<file path="config.mk">
export PLATFORM = sky130hd
export DESIGN_NAME = line_follow_pid_steer
export DESIGN_NICKNAME = d
export VERILOG_FILES = /design/src/lfps_pkg.sv /design/src/lfps_lane.sv /design/src/lfps_merge.sv /design/src/lfps_div.sv /design/src/lfps_pid.sv /design/src/line_follow_pid_steer.sv
export SDC_FILE = /design/constraint.sdc
export NUM_CORES = 2
export LEC_CHECK = 0
export BUFFER_PORTS_ARGS = -buffer_cell sky130_fd_sc_hd__clkbuf_2
export CORE_MARGIN = 1.5
export CORE_UTILIZATION = 38
export CTS_CLUSTER_DIAMETER = 30
export DETAILED_ROUTE_END_ITERATION = 8
export PLACE_DENSITY_LB_ADDON = 0.2
export SYNTH_ARGS = -nofsm -noshare
export SYNTH_HDL_FRONTEND = slang
export SYNTH_SLANG_ARGS = --single-unit
</file>
<file path="constraint.sdc">
create_clock -name clk -period 11.4 [get_ports clk]
set_input_delay 1.14 -clock clk [delete_from_list [all_inputs] [get_ports clk]]
set_output_delay 1.14 -clock clk [all_outputs]
set_load 0.005 [all_outputs]
</file>
<file path="src/lfps_pkg.sv">
// Shared types, widths and constants for the line follower steering block.
// No dependencies; every other file imports this package.
package lfps_pkg;

  localparam int SENSOR_COUNT = 8;
  localparam int SAMPLE_W     = 10;
  localparam int WEIGHT_W     = 5;
  localparam int NUM_W        = 6;
  localparam int MAG_W        = 5;
  localparam int DEN_W        = $clog2(SENSOR_COUNT + 1);
  localparam int Q_SHIFT      = 8;
  localparam int DIV_RADIX_W  = 4;
  localparam int DIVD_W       = 16;
  localparam int DIV_CNT_W    = 2;
  localparam int ERR_W        = 12;
  localparam int DIFF_W       = ERR_W + 1;
  localparam int SUM_W        = 24;
  localparam int GAIN_W       = 12;
  localparam int SPEED_W      = 11;
  localparam int OUT_W        = 12;
  localparam int PP_W         = GAIN_W + 1 + ERR_W;
  localparam int PI_W         = GAIN_W + 1 + SUM_W;
  localparam int PD_W         = GAIN_W + 1 + DIFF_W;
  localparam int TOT_W        = PI_W + 1;
  localparam int CORR_W       = TOT_W - Q_SHIFT;
  localparam int CL_W         = CORR_W + 1;
  localparam int CFG_IDX_W    = 3;
  localparam int CFG_DATA_W   = 12;

  typedef logic signed [WEIGHT_W-1:0] weight_t;

  typedef enum logic [CFG_IDX_W-1:0] {
    REG_LINE_THRESHOLD = 3'd0,
    REG_NOMINAL_SPEED  = 3'd1,
    REG_SPEED_LIMIT    = 3'd2,
    REG_GAIN_P         = 3'd3,
    REG_GAIN_I         = 3'd4,
    REG_GAIN_D         = 3'd5
  } cfg_reg_t;

  typedef enum logic [2:0] {
    ST_IDLE,
    ST_DIV,
    ST_EVAL,
    ST_MUL,
    ST_ADD,
    ST_OUT
  } state_t;

  typedef struct packed {
    logic             seen;
    logic             neg;
    logic [MAG_W-1:0] mag;
    logic [DEN_W-1:0] den;
  } merge_t;

  typedef struct packed {
    logic eval;
    logic mul;
    logic add;
  } pid_ctrl_t;

  function automatic weight_t lane_weight(input int idx);
    return WEIGHT_W'(2 * idx - (SENSOR_COUNT - 1));
  endfunction

endpackage

</file>
<file path="src/lfps_lane.sv">
// One sensor lane: threshold compare and weight contribution.
// Depends on lfps_pkg.
module lfps_lane import lfps_pkg::*; (
  input  logic [SAMPLE_W-1:0] sample,
  input  logic [SAMPLE_W-1:0] threshold,
  input  weight_t             weight,
  output logic                mark,
  output weight_t             contrib
);

  assign mark    = sample > threshold;
  assign contrib = mark ? weight : '0;

endmodule

</file>
<file path="src/lfps_merge.sv">
// Merging stage: sums the lane weights and counts the marked sensors.
// Depends on lfps_pkg.
module lfps_merge import lfps_pkg::*; (
  input  logic    mark    [SENSOR_COUNT],
  input  weight_t contrib [SENSOR_COUNT],
  output merge_t  result
);

  logic signed [NUM_W-1:0] num;
  logic        [DEN_W-1:0] den;
  logic signed [NUM_W-1:0] num_neg;

  always_comb begin
    num = '0;
    den = '0;
    for (int i = 0; i < SENSOR_COUNT; i++) begin
      num = num + NUM_W'(contrib[i]);
      den = den + DEN_W'(mark[i]);
    end
  end

  assign num_neg = -num;

  assign result.seen = den != '0;
  assign result.neg  = num[NUM_W-1];
  assign result.mag  = num[NUM_W-1] ? num_neg[MAG_W-1:0] : num[MAG_W-1:0];
  assign result.den  = den;

endmodule

</file>
<file path="src/lfps_div.sv">
// Radix-16 restoring divider: (mag << 8) / den, four quotient bits a cycle.
// Depends on lfps_pkg.
module lfps_div import lfps_pkg::*; (
  input  logic              clk,
  input  logic              rst,
  input  logic              start,
  input  logic [MAG_W-1:0]  mag,
  input  logic [DEN_W-1:0]  den,
  output logic              done,
  output logic [DIVD_W-1:0] quot
);

  logic                   active;
  logic [DIV_CNT_W-1:0]   cnt;
  logic [DIVD_W-1:0]      dividend;
  logic [DEN_W:0]         rem;
  logic [DEN_W-1:0]       divisor;
  logic [DIVD_W-1:0]      dividend_next;
  logic [DEN_W:0]         rem_next;
  logic [DIVD_W-1:0]      quot_next;

  always_comb begin
    logic [DEN_W:0] trial;
    dividend_next = dividend;
    rem_next      = rem;
    quot_next     = quot;
    for (int k = 0; k < DIV_RADIX_W; k++) begin
      trial         = {rem_next[DEN_W-1:0], dividend_next[DIVD_W-1]};
      dividend_next = {dividend_next[DIVD_W-2:0], 1'b0};
      if (trial >= {1'b0, divisor}) begin
        rem_next  = trial - {1'b0, divisor};
        quot_next = {quot_next[DIVD_W-2:0], 1'b1};
      end else begin
        rem_next  = trial;
        quot_next = {quot_next[DIVD_W-2:0], 1'b0};
      end
    end
  end

  always_ff @(posedge clk) begin
    if (rst) begin
      active <= 1'b0;
      done   <= 1'b0;
      cnt    <= '0;
    end else begin
      done <= active && (cnt == '1);
      if (start) begin
        active <= 1'b1;
        cnt    <= '0;
      end else if (active) begin
        cnt <= cnt + 1'b1;
        if (cnt == '1) begin
          active <= 1'b0;
        end
      end
    end
  end

  always_ff @(posedge clk) begin
    if (start) begin
      dividend <= {{(DIVD_W - MAG_W - Q_SHIFT){1'b0}}, mag, {Q_SHIFT{1'b0}}};
      rem      <= '0;
      quot     <= '0;
      divisor  <= den;
    end else if (active) begin
      dividend <= dividend_next;
      rem      <= rem_next;
      quot     <= quot_next;
    end
  end

endmodule

</file>
<file path="src/lfps_pid.sv">
// PID datapath: error selection, saturating integral, products, sum and clamp.
// Depends on lfps_pkg; holds the previous error and the error sum.
module lfps_pid import lfps_pkg::*; (
  input  logic                    clk,
  input  logic                    rst,
  input  pid_ctrl_t               ctrl,
  input  logic [DIVD_W-1:0]       quot,
  input  logic                    neg,
  input  logic                    seen,
  input  logic [GAIN_W-1:0]       gain_p,
  input  logic [GAIN_W-1:0]       gain_i,
  input  logic [GAIN_W-1:0]       gain_d,
  input  logic [SPEED_W-1:0]      nominal_speed,
  input  logic [SPEED_W-1:0]      speed_limit,
  output logic signed [OUT_W-1:0] left_w,
  output logic signed [OUT_W-1:0] right_w,
  output logic signed [ERR_W-1:0] err
);

  localparam logic signed [SUM_W:0] SumMax = (SUM_W + 1)'((1 << (SUM_W - 1)) - 1);
  localparam logic signed [SUM_W:0] SumMin = -(SUM_W + 1)'(1 << (SUM_W - 1));

  logic signed [ERR_W-1:0]  previous_error;
  logic signed [SUM_W-1:0]  error_sum;
  logic signed [ERR_W-1:0]  e_q;
  logic signed [SUM_W-1:0]  sum_q;
  logic signed [DIFF_W-1:0] d_q;
  logic signed [PP_W-1:0]   p_prod;
  logic signed [PI_W-1:0]   i_prod;
  logic signed [PD_W-1:0]   d_prod;
  logic signed [CORR_W-1:0] corr;

  logic signed [ERR_W-1:0]  e_mag;
  logic signed [ERR_W-1:0]  e_next;
  logic signed [SUM_W:0]    sum_wide;
  logic signed [SUM_W-1:0]  sum_next;
  logic signed [DIFF_W-1:0] d_next;
  logic signed [TOT_W-1:0]  total;
  logic signed [CL_W-1:0]   base_s;
  logic signed [CL_W-1:0]   max_s;
  logic signed [CL_W-1:0]   left_raw;
  logic signed [CL_W-1:0]   right_raw;
  logic signed [CL_W-1:0]   left_cl;
  logic signed [CL_W-1:0]   right_cl;

  assign e_mag  = signed'(quot[ERR_W-1:0]);
  assign e_next = seen ? (neg ? -e_mag : e_mag) : previous_error;

  assign sum_wide = (SUM_W + 1)'(error_sum) + (SUM_W + 1)'(e_next);

  always_comb begin
    if (sum_wide > SumMax) begin
      sum_next = SumMax[SUM_W-1:0];
    end else if (sum_wide < SumMin) begin
      sum_next = SumMin[SUM_W-1:0];
    end else begin
      sum_next = sum_wide[SUM_W-1:0];
    end
  end

  assign d_next = DIFF_W'(e_next) - DIFF_W'(previous_error);

  always_ff @(posedge clk) begin
    if (rst) begin
      previous_error <= '0;
      error_sum      <= '0;
    end else if (ctrl.eval) begin
      previous_error <= e_next;
      error_sum      <= sum_next;
    end
  end

  always_ff @(posedge clk) begin
    if (ctrl.eval) begin
      e_q   <= e_next;
      sum_q <= sum_next;
      d_q   <= d_next;
    end
    if (ctrl.mul) begin
      p_prod <= PP_W'(signed'({1'b0, gain_p})) * PP_W'(e_q);
      i_prod <= PI_W'(signed'({1'b0, gain_i})) * PI_W'(sum_q);
      d_prod <= PD_W'(signed'({1'b0, gain_d})) * PD_W'(d_q);
    end
    if (ctrl.add) begin
      corr <= total[TOT_W-1:Q_SHIFT];
    end
  end

  assign total = TOT_W'(p_prod) + TOT_W'(i_prod) + TOT_W'(d_prod);

  assign base_s    = CL_W'(signed'({1'b0, nominal_speed}));
  assign max_s     = CL_W'(signed'({1'b0, speed_limit}));
  assign left_raw  = base_s + CL_W'(corr);
  assign right_raw = base_s - CL_W'(corr);

  always_comb begin
    if (left_raw > max_s) begin
      left_cl = max_s;
    end else if (left_raw < -max_s) begin
      left_cl = -max_s;
    end else begin
      left_cl = left_raw;
    end
    if (right_raw > max_s) begin
      right_cl = max_s;
    end else if (right_raw < -max_s) begin
      right_cl = -max_s;
    end else begin
      right_cl = right_raw;
    end
  end

  assign left_w  = left_cl[OUT_W-1:0];
  assign right_w = right_cl[OUT_W-1:0];
  assign err     = e_q;

endmodule

</file>
<file path="src/line_follow_pid_steer.sv">
// Eight-sensor PID line follower steering block, top level.
// Depends on lfps_pkg, lfps_lane, lfps_merge, lfps_div and lfps_pid.
//
// One request carries eight reflectance samples; each is compared with the line
// threshold in a lane of its own, and a merging stage forms the weighted sum and
// count of the marked sensors. The centroid in Q8 is divided out by a radix-16
// divider, then the PID terms take three more stages. A request occupies the
// block from acceptance until its result is loaded into an output register, and
// that register holds it so that the next request may be accepted while the
// result still waits to be taken.
module line_follow_pid_steer import lfps_pkg::*; (
  input  logic                    clk,
  input  logic                    rst,
  input  logic                    in_valid,
  output logic                    in_ready,
  input  logic [SAMPLE_W-1:0]     sensor_0,
  input  logic [SAMPLE_W-1:0]     sensor_1,
  input  logic [SAMPLE_W-1:0]     sensor_2,
  input  logic [SAMPLE_W-1:0]     sensor_3,
  input  logic [SAMPLE_W-1:0]     sensor_4,
  input  logic [SAMPLE_W-1:0]     sensor_5,
  input  logic [SAMPLE_W-1:0]     sensor_6,
  input  logic [SAMPLE_W-1:0]     sensor_7,
  output logic                    out_valid,
  input  logic                    out_ready,
  output logic signed [OUT_W-1:0] left_cmd,
  output logic signed [OUT_W-1:0] right_cmd,
  output logic signed [ERR_W-1:0] position_error,
  output logic                    line_seen,
  input  logic                    cfg_valid,
  output logic                    cfg_ready,
  input  logic [CFG_IDX_W-1:0]    cfg_index,
  input  logic [CFG_DATA_W-1:0]   cfg_data
);

  state_t state;
  state_t state_next;

  logic [SAMPLE_W-1:0] line_threshold;
  logic [SPEED_W-1:0]  nominal_speed;
  logic [SPEED_W-1:0]  speed_limit;
  logic [GAIN_W-1:0]   gain_p;
  logic [GAIN_W-1:0]   gain_i;
  logic [GAIN_W-1:0]   gain_d;

  logic [SAMPLE_W-1:0] sample  [8];
  logic                mark    [SENSOR_COUNT];
  weight_t             contrib [SENSOR_COUNT];
  merge_t              merged;

  logic                seen_q;
  logic                neg_q;
  logic                div_start;
  logic                div_done;
  logic [DIVD_W-1:0]   quot;
  pid_ctrl_t           ctrl;
  logic                out_load;

  logic signed [OUT_W-1:0] left_w;
  logic signed [OUT_W-1:0] right_w;
  logic signed [ERR_W-1:0] err_w;

  assign sample[0] = sensor_0;
  assign sample[1] = sensor_1;
  assign sample[2] = sensor_2;
  assign sample[3] = sensor_3;
  assign sample[4] = sensor_4;
  assign sample[5] = sensor_5;
  assign sample[6] = sensor_6;
  assign sample[7] = sensor_7;

  for (genvar i = 0; i < SENSOR_COUNT; i++) begin : g_lane
    lfps_lane u_lane (
      .sample    (sample[i]),
      .threshold (line_threshold),
      .weight    (lane_weight(i)),
      .mark      (mark[i]),
      .contrib   (contrib[i])
    );
  end

  lfps_merge u_merge (
    .mark    (mark),
    .contrib (contrib),
    .result  (merged)
  );

  lfps_div u_div (
    .clk   (clk),
    .rst   (rst),
    .start (div_start),
    .mag   (merged.mag),
    .den   (merged.den),
    .done  (div_done),
    .quot  (quot)
  );

  lfps_pid u_pid (
    .clk           (clk),
    .rst           (rst),
    .ctrl          (ctrl),
    .quot          (quot),
    .neg           (neg_q),
    .seen          (seen_q),
    .gain_p        (gain_p),
    .gain_i        (gain_i),
    .gain_d        (gain_d),
    .nominal_speed (nominal_speed),
    .speed_limit   (speed_limit),
    .left_w        (left_w),
    .right_w       (right_w),
    .err           (err_w)
  );

  always_comb begin
    state_next = state;
    unique case (state)
      ST_IDLE: begin
        if (in_valid) begin
          state_next = ST_DIV;
        end
      end
      ST_DIV: begin
        if (div_done) begin
          state_next = ST_EVAL;
        end
      end
      ST_EVAL: state_next = ST_MUL;
      ST_MUL:  state_next = ST_ADD;
      ST_ADD:  state_next = ST_OUT;
      ST_OUT: begin
        if (!out_valid || out_ready) begin
          state_next = ST_IDLE;
        end
      end
      default: state_next = ST_IDLE;
    endcase
  end

  always_comb begin
    in_ready  = state == ST_IDLE;
    div_start = in_valid && (state == ST_IDLE);
    ctrl.eval = state == ST_EVAL;
    ctrl.mul  = state == ST_MUL;
    ctrl.add  = state == ST_ADD;
    out_load  = (state == ST_OUT) && (!out_valid || out_ready);
  end

  always_ff @(posedge clk) begin
    if (rst) begin
      state     <= ST_IDLE;
      out_valid <= 1'b0;
    end else begin
      state <= state_next;
      if (out_load) begin
        out_valid <= 1'b1;
      end else if (out_ready) begin
        out_valid <= 1'b0;
      end
    end
  end

  always_ff @(posedge clk) begin
    if (div_start) begin
      seen_q <= merged.seen;
      neg_q  <= merged.neg;
    end
    if (out_load) begin
      left_cmd       <= left_w;
      right_cmd      <= right_w;
      position_error <= err_w;
      line_seen      <= seen_q;
    end
  end

  assign cfg_ready = 1'b1;

  always_ff @(posedge clk) begin
    if (rst) begin
      line_threshold <= SAMPLE_W'(200);
      nominal_speed  <= SPEED_W'(717);
      speed_limit    <= SPEED_W'(840);
      gain_p         <= GAIN_W'(205);
      gain_i         <= '0;
      gain_d         <= GAIN_W'(512);
    end else if (cfg_valid) begin
      unique case (cfg_reg_t'(cfg_index))
        REG_LINE_THRESHOLD: line_threshold <= cfg_data[SAMPLE_W-1:0];
        REG_NOMINAL_SPEED:  nominal_speed  <= cfg_data[SPEED_W-1:0];
        REG_SPEED_LIMIT:    speed_limit    <= cfg_data[SPEED_W-1:0];
        REG_GAIN_P:         gain_p         <= cfg_data[GAIN_W-1:0];
        REG_GAIN_I:         gain_i         <= cfg_data[GAIN_W-1:0];
        REG_GAIN_D:         gain_d         <= cfg_data[GAIN_W-1:0];
        default: ;
      endcase
    end
  end

endmodule

</file>
==> impl_metrics.csv <==
group,metric,value,unit
global_route,grt_pass1_wl,180000,um
die,die_x,342,um
die,fp.dieArea,117000,um^2
finish,fin_util,0.430,
global_route,grt_usage,0.194,
clocking,cts_num_sinks,346,
worst_hold_path,hp-class,"register to register",
power_and_ir_drop,sequentialPowerShare,0.216,
timing,period_needed,7100,ps
die,fp.dieH,342,um
timing,finalHoldViolations,0,
power_and_ir_drop,intPower,4450,uW
global_route,grt_pass1_vias,32700,
clocking,ctsResizeCount,0,
power_and_ir_drop,p_sw,2630,uW
timing,max_freq,141,MHz
power_and_ir_drop,p_leak,0.0227,uW
place,hpwlAfterDp,89700,um
clocking,cts_hold_buffers,0,
power_and_ir_drop,power,7080,uW
yosys,synth_area_leaders,"fa_1, ha_1, edfxtp_1",
yosys,ys_warn_count,0,
outcome,status,"finished clean",
routing,viasPerCell,5.01,
finish,syn_to_final_growth,12.4,%
routing,wl_per_cell,17.5,um
power_and_ir_drop,clockPowerShare,0.387,
timing,worst_slew_margin_rel,0.292,
routing,drt-total-wl,111000,um
clocking,cts_buffers,92,
yosys,synth.distinct_cells,92,
critical_path,worst-path-max-fanout,14,
yosys,yosysTopAreaCellShare,0.242,
finish,layout.cells.non_filler,6347,
place,port_buffers,138,
yosys,ys_ff_latch,346,
yosys,synth-seq-area-share,0.208,
routing,vias,31800,
routing,final_antenna_net_count,0,
timing,rsz0062_at_grt,"no",
place,dp_slack,4360,ps
power_and_ir_drop,ir_worst_vdd,0.000464,V
clocking,clkTransAtPathRegs,50,ps
routing,drt_iter0_markers,1399,
yosys,ys.flop_type,"edfxtp_1",
clocking,cts_root_buf,"clkbuf_16",
timing,fin_tns_setup,0,ps
global_route,grt_max_degree,71,
yosys,syn_nets,5853,
timing,setup_violations,0,
clocking,cts_tree,"built",
routing,drc,0,
yosys,synth-edff-count,215,
routing,dr.pass1.iters,6,
finish,layout-drive-gt1-share,0.0780,
critical_path,critical_path_class,"register to register",
yosys,synth.most_common_cell,"inv_1",
clocking,cts_setup_buffers,0,
power_and_ir_drop,power_density,144,nW/um^2
die,start_util,0.383,
power_and_ir_drop,switching_share,0.371,
timing,worst_pin_slew,1060,ps
timing,setup_ws,4300,ps
die,rows,124,
critical_path,cp-start-kind,"register",
critical_path,rrSetupSlack,4300,ps
timing,skew,38.7,ps
place,place_inst,6172,
place,gp_congestion,0.874,
critical_path,end_kind,"register",
die,core_area,114000,um^2
yosys,async_flop_share,0,
yosys,avgSynthCellArea,9.32,um^2
clocking,clk_latency,660,ps
critical_path,critPathRequiredTime,11800,ps
global_route,antenna_found_initial,4,
yosys,yosys.area.top_type,"fa_1",
power_and_ir_drop,power.share.combinational,0.397,
clocking,ctsHtreeMaxLevel,3,
yosys,synth_cells,4682,
global_route,grt_overflow,0,
yosys,synth_area,43600,um^2
yosys,synth_commonest_cells,"inv_1, nand2_1, ha_1",
finish,fin_nets,5925,
die,ios,140,
clocking,clk_path_buf_depth,3,
critical_path,cp.arrival,7500,ps
flow_run,drv_cap,0,
timing,fin_crit_sh,0.623,
timing,final_max_slew_viol_count,0,
==> worst paths after layout <==
path / from / to / cells after the start
max: gain_d[4]$_SDFFE_PP0P_ / u_pid.d_prod[25]$_DFFE_PN_ / 23
min: line_threshold[1]$_SDFFE_PP0P_ / line_threshold[1]$_SDFFE_PP0P_ / 2
max reg2reg: gain_d[4]$_SDFFE_PP0P_ / u_pid.d_prod[25]$_DFFE_PN_ / 23
min reg2reg: line_threshold[1]$_SDFFE_PP0P_ / line_threshold[1]$_SDFFE_PP0P_ / 2
==> power by group through the flow <==
stage	Sequential, uW	Clock [uW]	Combinational [uW]
after global placement	1550	0	2780
after detailed placement	1550	0	2810
after global routing	1530	2850	3160
final	1530	2740	2810
after CTS	1530	2790	2840
after floorplan	1510	0	1980
==> registers in the layout, summed over array words and instances, names as in the netlist, 12 cells and up <==
register              count
u_pid.i_prod             37
u_pid.corr               30
u_pid.d_prod             26
u_pid.p_prod             25
u_pid.error_sum          24
u_pid.sum_q              24
u_pid.d_q                13
gain_d                   12
gain_i                   12
gain_p                   12
left_cmd                 12
position_error           12
right_cmd                12
u_div.quot               12
u_pid.err                12
u_pid.previous_error     12
==> metrics by stage <==
stage	cell area (um^2)	hold WS [ps]
2_1_floorplan	43600	429
3_3_place_gp	45700	440
3_5_place_dp	45700	448
4_1_cts	49000	453
5_1_grt	49000	469
6_report	49000	455
==> worst max-delay path, cell delays in order (launching register included) <==
cell	delay, ps
dfxtp_1	650
nand2_1	150
fa_1	560
inv_1	60
fa_1	530
inv_1	50
fa_1	490
inv_1	40
ha_1	260
inv_1	50
fa_1	520
inv_1	50
ha_1	290
ha_1	330
a21o_1	190
a21oi_1	300
o211a_1	250
nor3_1	80
o41ai_1	640
o21ai_0	200
and4_1	230
a2111oi_0	630
o2bb2ai_1	210
xnor2_1	90
==> cells in the final DEF, fill, tap and decap left out, types with 92 or more instances in the layout <==
cell	count
edfxtp_1	215
a21oi_1	248
xnor2_1	149
o21ai_0	136
ha_1	543
clkbuf_2	137
nand2_1	567
clkbuf_16	92
fa_1	528
dfxtp_1	131
inv_1	676
and2_1	274
nor2_1	206
==> cell families after synthesis <==
group,after synthesis,synth area share
AO/OA/AOI/OAI,717,0.105
buffers and inverters,862,0.0748
other,1,0.0000859
multiplexers,44,0.0104
AND/OR/NAND/NOR,1419,0.159
adder cells (fa/ha/maj),1082,0.400
XOR/XNOR,211,0.0423
flip-flops,346,0.208
==> routing by layer <==
metal	vias to the layer above	wire, um	track usage
met5	-	0	0
met1	15500	54600	0.278
li1	15600	-	-
met4	0	1920	0.0422
met3	118	4250	0.0249
met2	542	50300	0.314
==> area by class of cell <==
cell class                      instances  area (um^2)
Inverter                              679         2550
Clock inverter                         67          892
Tap cell                             1512         1890
Multi-Input combinational cell       3474        31300
Timing Repair Buffer                  161          866
Clock buffer                          107         2430
Sequential cell                       346         9080
Antenna cell                            1         2.50
Fill cell                           11200        65000
Note: power is estimated with default switching activity, not from simulation.
